$ cat src/rtl/mada_pkg.sv
// ============================================================================
// mada_pkg: shared types and constants of the deviation alarm
// Field widths, reset values, register indexes and the cell control bundle.
// ============================================================================
package mada_pkg;

    localparam int MAG_W          = 16;
    localparam int THR_W          = 19;
    localparam int DEV_W          = 19;
    localparam int WINDOW_LEN_DEF = 8;

    localparam int APB_DATA_W = 32;
    localparam int APB_ADDR_W = 3;
    localparam int REG_IDX_W  = APB_ADDR_W - 2;

    localparam logic [THR_W-1:0]     THR_RESET           = THR_W'(800);
    localparam logic [REG_IDX_W-1:0] REG_ALERT_THRESHOLD = REG_IDX_W'(0);

    // Control that the top level broadcasts to every cell of the sample line.
    typedef struct packed {
        logic load_all;  // first item after reset: every cell takes the sample
        logic shift;     // item accepted: every cell takes its neighbor's value
    } t_cell_ctrl;

endpackage

$ cat src/rtl/moving_average_deviation_alarm.sv
// ============================================================================
// moving_average_deviation_alarm: moving-average deviation alarm
// Compares each magnitude sample with the mean of the previous window of
// samples and emits an alert item carrying the deviation when it exceeds a
// programmable threshold.
// ============================================================================
//
//  Channel   Direction  Handshake            Payload
//  --------  ---------  -------------------  ------------------------------
//  sample    in         i_valid / o_ready    i_magnitude   [15:0] unsigned
//  alert     out        o_valid / i_ready    o_deviation   [18:0] unsigned
//  config    in (APB)   psel/penable/pready  alert_threshold at address 0
//
//  One sample item is accepted per cycle while o_ready is high. An alert item
//  passes the compare stage register, then the reciprocal multiplier that
//  divides by the window length and the output register behind it.
//  Synchronous active-low reset clears the fill count, the running sum, the
//  pipeline valid bits and loads the threshold with 800; the sample cells
//  are not reset, since the first sample overwrites all of them.
//  A stalled alert item waits in the output register, and a second alert
//  waits behind it in the compare stage. While both are held and i_ready is
//  low, o_ready is low and every sample waits, even one that raises no alert.
//
module moving_average_deviation_alarm
    import mada_pkg::*;
#(
    parameter int WINDOW_LEN = WINDOW_LEN_DEF
) (
    input  logic                  i_clk,
    input  logic                  i_rst_n,

    input  logic                  i_valid,
    output logic                  o_ready,
    input  logic [MAG_W-1:0]      i_magnitude,

    output logic                  o_valid,
    input  logic                  i_ready,
    output logic [DEV_W-1:0]      o_deviation,

    input  logic                  psel,
    input  logic                  penable,
    input  logic                  pwrite,
    input  logic [APB_ADDR_W-1:0] paddr,
    input  logic [APB_DATA_W-1:0] pwdata,
    output logic [APB_DATA_W-1:0] prdata,
    output logic                  pready
);

    localparam int LOG_N = $clog2(WINDOW_LEN);
    localparam int CNT_W = $clog2(WINDOW_LEN + 1);
    localparam int SUM_W = MAG_W + LOG_N;
    localparam int X_W   = SUM_W + 3;
    localparam logic [CNT_W-1:0] FULL_CNT = CNT_W'(WINDOW_LEN);

    // ------------------------------------------------------------------
    // Configuration register. Writes complete in the APB access phase.
    // ------------------------------------------------------------------
    logic [THR_W-1:0]     r_threshold;
    logic [REG_IDX_W-1:0] w_reg_idx;
    logic                 w_cfg_write;

    assign w_reg_idx   = paddr[APB_ADDR_W-1:2];
    assign w_cfg_write = psel && penable && pwrite;
    assign pready      = 1'b1;

    always_ff @(posedge i_clk) begin
        if (!i_rst_n) begin
            r_threshold <= THR_RESET;
        end else if (w_cfg_write && (w_reg_idx == REG_ALERT_THRESHOLD)) begin
            r_threshold <= pwdata[THR_W-1:0];
        end
    end

    always_comb begin
        if (w_reg_idx == REG_ALERT_THRESHOLD) begin
            prdata = {{(APB_DATA_W - THR_W){1'b0}}, r_threshold};
        end else begin
            prdata = '0;
        end
    end

    // ------------------------------------------------------------------
    // Sample line. Cell 0 holds the newest sample and the last cell the
    // oldest one, which leaves the window when the next item is accepted.
    // ------------------------------------------------------------------
    logic             w_accept;
    logic             w_s1_ready;
    t_cell_ctrl       w_ctrl;
    logic [MAG_W-1:0] w_cell_q [WINDOW_LEN];
    logic [CNT_W-1:0] r_fill;
    logic             w_empty;
    logic             w_full;

    assign o_ready  = w_s1_ready;
    assign w_accept = i_valid && w_s1_ready;
    assign w_empty  = (r_fill == '0);
    assign w_full   = (r_fill == FULL_CNT);

    assign w_ctrl.load_all = w_accept && w_empty;
    assign w_ctrl.shift    = w_accept;

    for (genvar g = 0; g < WINDOW_LEN; g++) begin : g_cell
        logic [MAG_W-1:0] w_prev;
        if (g == 0) begin : g_head
            assign w_prev = i_magnitude;
        end else begin : g_body
            assign w_prev = w_cell_q[g-1];
        end
        mada_cell u_cell (
            .i_clk    (i_clk),
            .i_ctrl   (w_ctrl),
            .i_sample (i_magnitude),
            .i_prev   (w_prev),
            .o_sample (w_cell_q[g])
        );
    end

    // ------------------------------------------------------------------
    // Running sum and fill count. The first item fills the whole window,
    // so the sum becomes N times that sample.
    // ------------------------------------------------------------------
    logic [SUM_W-1:0] r_sum;
    logic [SUM_W-1:0] w_nsample;

    assign w_nsample = SUM_W'(i_magnitude) * SUM_W'(WINDOW_LEN);

    always_ff @(posedge i_clk) begin
        if (!i_rst_n) begin
            r_sum  <= '0;
            r_fill <= '0;
        end else if (w_accept) begin
            if (w_empty) begin
                r_sum <= w_nsample;
            end else begin
                r_sum <= r_sum - SUM_W'(w_cell_q[WINDOW_LEN-1]) + SUM_W'(i_magnitude);
            end
            if (!w_full) begin
                r_fill <= r_fill + CNT_W'(1);
            end
        end
    end

    // ------------------------------------------------------------------
    // Compare stage. The numerator 8*|N*sample - sum| is compared exactly
    // with threshold*N; only alerts move on to the divide stage.
    // ------------------------------------------------------------------
    logic [SUM_W-1:0] w_diff;
    logic [X_W-1:0]   w_x;
    logic [X_W-1:0]   w_limit;
    logic             w_alert;
    logic             r_s1_valid;
    logic [X_W-1:0]   r_s1_x;
    logic             w_scale_ready;

    assign w_diff  = (w_nsample >= r_sum) ? (w_nsample - r_sum) : (r_sum - w_nsample);
    assign w_x     = {w_diff, 3'b000};
    assign w_limit = X_W'(r_threshold) * X_W'(WINDOW_LEN);
    assign w_alert = w_full && (w_x > w_limit);

    assign w_s1_ready = !r_s1_valid || w_scale_ready;

    always_ff @(posedge i_clk) begin
        if (!i_rst_n) begin
            r_s1_valid <= 1'b0;
        end else if (w_s1_ready) begin
            r_s1_valid <= w_accept && w_alert;
        end
    end

    always_ff @(posedge i_clk) begin
        if (w_s1_ready) begin
            r_s1_x <= w_x;
        end
    end

    // ------------------------------------------------------------------
    // Divide by the window length and hold the alert item for the output.
    // ------------------------------------------------------------------
    mada_scale #(
        .WINDOW_LEN (WINDOW_LEN)
    ) u_scale (
        .i_clk       (i_clk),
        .i_rst_n     (i_rst_n),
        .i_valid     (r_s1_valid),
        .o_ready     (w_scale_ready),
        .i_x         (r_s1_x),
        .o_valid     (o_valid),
        .i_ready     (i_ready),
        .o_deviation (o_deviation)
    );

endmodule

$ cat src/rtl/mada_cell.sv
// ============================================================================
// mada_cell: one sample cell of the window line
// Holds one past sample and passes it to the next cell on every accepted item.
// ============================================================================
module mada_cell
    import mada_pkg::*;
(
    input  logic             i_clk,
    input  t_cell_ctrl       i_ctrl,
    input  logic [MAG_W-1:0] i_sample,
    input  logic [MAG_W-1:0] i_prev,
    output logic [MAG_W-1:0] o_sample
);

    logic [MAG_W-1:0] r_sample;

    always_ff @(posedge i_clk) begin
        if (i_ctrl.load_all) begin
            r_sample <= i_sample;
        end else if (i_ctrl.shift) begin
            r_sample <= i_prev;
        end
    end

    assign o_sample = r_sample;

endmodule

$ cat src/rtl/mada_scale.sv
// ============================================================================
// mada_scale: divide the deviation numerator by the window length
// Multiplies by a rounded-up reciprocal and holds the result in the output
// register of the result channel.
// ============================================================================
module mada_scale
    import mada_pkg::*;
#(
    parameter int WINDOW_LEN = WINDOW_LEN_DEF
) (
    input  logic                                   i_clk,
    input  logic                                   i_rst_n,
    input  logic                                   i_valid,
    output logic                                   o_ready,
    input  logic [MAG_W+$clog2(WINDOW_LEN)+2:0]    i_x,
    output logic                                   o_valid,
    input  logic                                   i_ready,
    output logic [DEV_W-1:0]                       o_deviation
);

    localparam int LOG_N = $clog2(WINDOW_LEN);
    localparam int X_W   = MAG_W + LOG_N + 3;
    // With K = X_W + ceil(log2 N) and M = ceil(2^K / N), floor(x*M / 2^K)
    // equals floor(x / N) for every x below 2^X_W.
    localparam int K     = X_W + LOG_N;
    localparam int P_W   = X_W + K;
    localparam longint unsigned RECIP_L =
        ((longint'(1) << K) + longint'(WINDOW_LEN) - 1) / longint'(WINDOW_LEN);
    localparam logic [K-1:0] RECIP = K'(RECIP_L);

    logic             r_valid;
    logic [DEV_W-1:0] r_dev;
    logic [P_W-1:0]   w_prod;

    assign w_prod  = {{K{1'b0}}, i_x} * {{X_W{1'b0}}, RECIP};
    assign o_ready = !r_valid || i_ready;

    always_ff @(posedge i_clk) begin
        if (!i_rst_n) begin
            r_valid <= 1'b0;
        end else if (o_ready) begin
            r_valid <= i_valid;
        end
    end

    always_ff @(posedge i_clk) begin
        if (o_ready && i_valid) begin
            r_dev <= w_prod[K +: DEV_W];
        end
    end

    assign o_valid     = r_valid;
    assign o_deviation = r_dev;

endmodule
$ cat config.mk
export PLATFORM = sky130hd
export DESIGN_NAME = moving_average_deviation_alarm
export DESIGN_NICKNAME = d
export VERILOG_FILES = /design/src/rtl/mada_pkg.sv /design/src/rtl/moving_average_deviation_alarm.sv /design/src/rtl/mada_cell.sv /design/src/rtl/mada_scale.sv
export SDC_FILE = /design/constraint.sdc
export NUM_CORES = 1
export LEC_CHECK = 0
export ABC_AREA = 1
export BUFFER_PORTS_ARGS = -buffer_cell sky130_fd_sc_hd__buf_4
export CAP_MARGIN = 20
export CORE_UTILIZATION = 50
export DETAILED_ROUTE_END_ITERATION = 10
export HOLD_SLACK_MARGIN = 0.06
export PLACE_DENSITY = 0.72
export SLEW_MARGIN = 20
export SYNTH_ARGS = -nofsm -noshare
export SYNTH_HDL_FRONTEND = slang
export SYNTH_SLANG_ARGS = --single-unit
export TNS_END_PERCENT = 30
$ cat constraint.sdc
create_clock -name i_clk -period 6.51 [get_ports i_clk]
set_input_delay 0.651 -clock i_clk [delete_from_list [all_inputs] [get_ports i_clk]]
set_output_delay 0.651 -clock i_clk [all_outputs]
set_load 0.005 [all_outputs]
==> impl_metrics.toml <==
[run_status]
status = "finished, final reports clean"

[final_layout]
area_delta_synth_final_pct = 12.9
postLayoutCellArea_um2 = 13500
drive_gt1_share_pct = 10.2
fillers = 2146
fin_nets = 1604
fin_util_pct = 57.5
multi_input_area_um2 = 4730
diodes = 0
regArea_um2 = 5870

[timing]
hold_viol = 0
max_clock_freq_mhz = 311
rsz0062_at_grt = "false"
worst_pin_slew_ps = 1040
tns_ps = 0
maxSlewViolCount = 0
finalCriticalPeriod_ps = 3220
slew_headroom_pct = 30.5
setup_viol = 0
fin_crit_sh_pct = 49.5
finClkSkew_ps = 14.6
final.setup.worst_slack_ps = 3290
holdWs_ps = 352

[floorplan]
num_rows = 56
die_area_um2 = 24500
die_y_um = 157
fp.coreArea_um2 = 23500
num_io_pins = 112
initial_core_util_pct = 50.9
die_w_um = 157

[cts]
clockRootBuffer = "clkbuf_16"
clk_pin_slew_ps = 60
cts_setup_buffers = 0
cts_resized = 0
cts_tree = "built"
max-clock-path-buffers = 3
cts.sinks = 210
clk_latency_ps = 500
cts_buffers = 23
htreeDepth = 1
cts.hold.buffers_added = 0

[hold_path]
hold_class = "input pin to register"

[global_routing]
grt_pass1_vias = 8159
gr-usage-met3_pct = 2.58
use_met2_pct = 33.9
grt_max_degree = 109
grt_busiest_layer = "met2"
overflow = 0
grt.total_usage_pct = 20.4
grt_pass1_wl_mm = 39.8
grt_use_met1_pct = 28.2
antenna_found_initial = 0

[synth]
ys_seq_area_share_pct = 49.1
synth_fa_ha_area_share_pct = 10.4
syn-instance-count = 1379
synthTopCellsByArea = "edfxtp_1 (42%), inv_1 (9.5%), nand2_1 (7.9%)"
synthMuxAreaShare_pct = 0
yosys_warnings = 0
yosys.area.top_type = "edfxtp_1"
synth_compound_area_share_pct = 12.1
synth_edf_count = 166
synth_cell_types = 41
synthFlopType = "edfxtp_1"
ys_ff_latch = 210
synth_top_family_by_area = "simple AND/OR/NAND/NOR gates"
synth_top_cell_area_share_pct = 41.7
avgSynthCellArea_um2 = 8.66
async_reset_ff_share_pct = 0
syn-cell-area_um2 = 11900
synth-simple-area-share_pct = 14.9
yosys.area_share.xor_xnor_pct = 1.69

[placement]
pre_cts_ws_ps = 2740
place_congestion = 0.877
dp_hpwl_mm = 18.0
place_area_um2 = 12800
portBuffers = 82

[worst_setup_path]
crit_type = "input pin to register"
start_kind = "input pin"
crit_required_ps = 6930
path_max_fanout = 22
crit_arrival_ps = 3640
endpoint_kind = "register"

[power_and_ir_drop]
p_leak_nw = 6.34
irDropWorstVdd_v = 0.000222
power-per-cell-area_nw_per_um2 = 311

[routing]
dr.pass1.iters = 6
drt_wl_total_mm = 24.4
avgViaCountPerCell = 4.90
drtIter0Drc = 550
vias = 8774
wl_per_cell_um = 13.6
drt_drc_violations_left = 0
drt.antenna.violating_nets = 0

[flow_run]
cap_violations = 0
[cell families after synthesis]
family,count (synthesis)
adders and majority gates,89
and+or+nand+nor,424
xor gates and xnor gates,23
DFF,210
AOI/OAI and AO/OA,280
buffers and inverters,351
other,2
[per-stage QoR]
| step | total power, mW | instances |
|---|---|---|
| 6_report | 4.19 | 1792 |
| 5_1_grt | 4.48 | 1792 |
| 4_1_cts | 4.24 | 1792 |
| 3_5_place_dp | 3.00 | 1751 |
| 3_3_place_gp | 2.97 | 1751 |
| 2_1_floorplan | 2.70 | 1391 |
[cell usage after synthesis, types with 2 or more instances]
cell,n
a21o_1,2
a21oi_1,89
a31oi_1,3
buf_2,8
buf_4,18
buf_6,2
clkbuf_1,17
conb_1,2
dfxtp_1,44
edfxtp_1,166
fa_1,17
ha_1,72
inv_1,301
inv_2,4
nand2_1,253
nand2_2,8
nand2_4,2
nand3_1,47
nand3b_1,2
nand4_1,7
nor2_1,81
nor2_2,5
nor3_1,7
o211ai_1,3
o21ai_0,164
o21ai_1,10
o21bai_1,6
or2_2,5
xnor2_1,4
xor2_1,19
[per-layer routing]
metal / vias to the layer above / wire length [um]
li1: 4567 / -
met1: 3993 / 11700
met2: 176 / 11000
met3: 38 / 1090
met4: 0 / 608
met5: - / 0
[state kept, by name, summed over array words and instances (netlist names)]
signal and cells:
g_cell.u_cell.o_sample 128, r_s1_x 19, r_sum 19, r_threshold 19, u_scale.o_deviation 19, r_fill 4, r_s1_valid 1, u_scale.o_valid 1
[power by group]
group,leakage [nW],internal [mW],total (mW),switching (mW)
Sequential,2.00,1.66,1.71,0.0509
Clock,0.345,0.699,1.22,0.517
Combinational,4.00,0.449,1.27,0.816
Total,6.34,2.81,4.19,1.38
[final timing paths]
path | slack (ps) | endpoint | startpoint | cells after the start
worst min-delay path | 350 | g_cell[0].u_cell.o_sample[13] | i_magnitude[13] | 1
worst max-delay path | 3290 | r_s1_valid | i_magnitude[7] | 17
worst max register to register | 3330 | r_s1_valid | r_sum[10] | 16
worst min register to register | 420 | u_scale.o_deviation[3] | r_s1_x[6] | 0
[critical path, cell delays in order]
cell	delay (ps)
buf_4	110
inv_1	80
ha_1	360
a21oi_1	210
a21boi_1	260
nand3_1	190
nand2_1	180
nand2_4	190
nand2_1	100
o21ai_0	170
ha_1	330
nand2_1	100
o21ai_0	320
nand3_1	120
nand3_1	90
nand2_1	60
a21oi_1	120
[placed cells by master (no fill, tap or decap), types with 8 or more instances in the layout]
cell       instances
clkbuf_16         23
o21ai_1           10
a21oi_1           88
nand3_1           47
buf_4             86
nand2_2            8
fa_1              17
inv_1            300
xor2_1            19
ha_1              72
nor2_1            81
nand2_1          253
dfxtp_1           44
o21ai_0          164
conb_1            14
edfxtp_1         166
[layout make-up]
cell class	count	area share, %
timing repair buffer	86	4.78
multi-input combinational	830	35.0
sequential	210	43.5
clock inverter	11	0.742
inverter	306	8.55
tap	319	2.96
clock buffer	30	4.46
No activity file was read; power rests on OpenSTA's default activity.
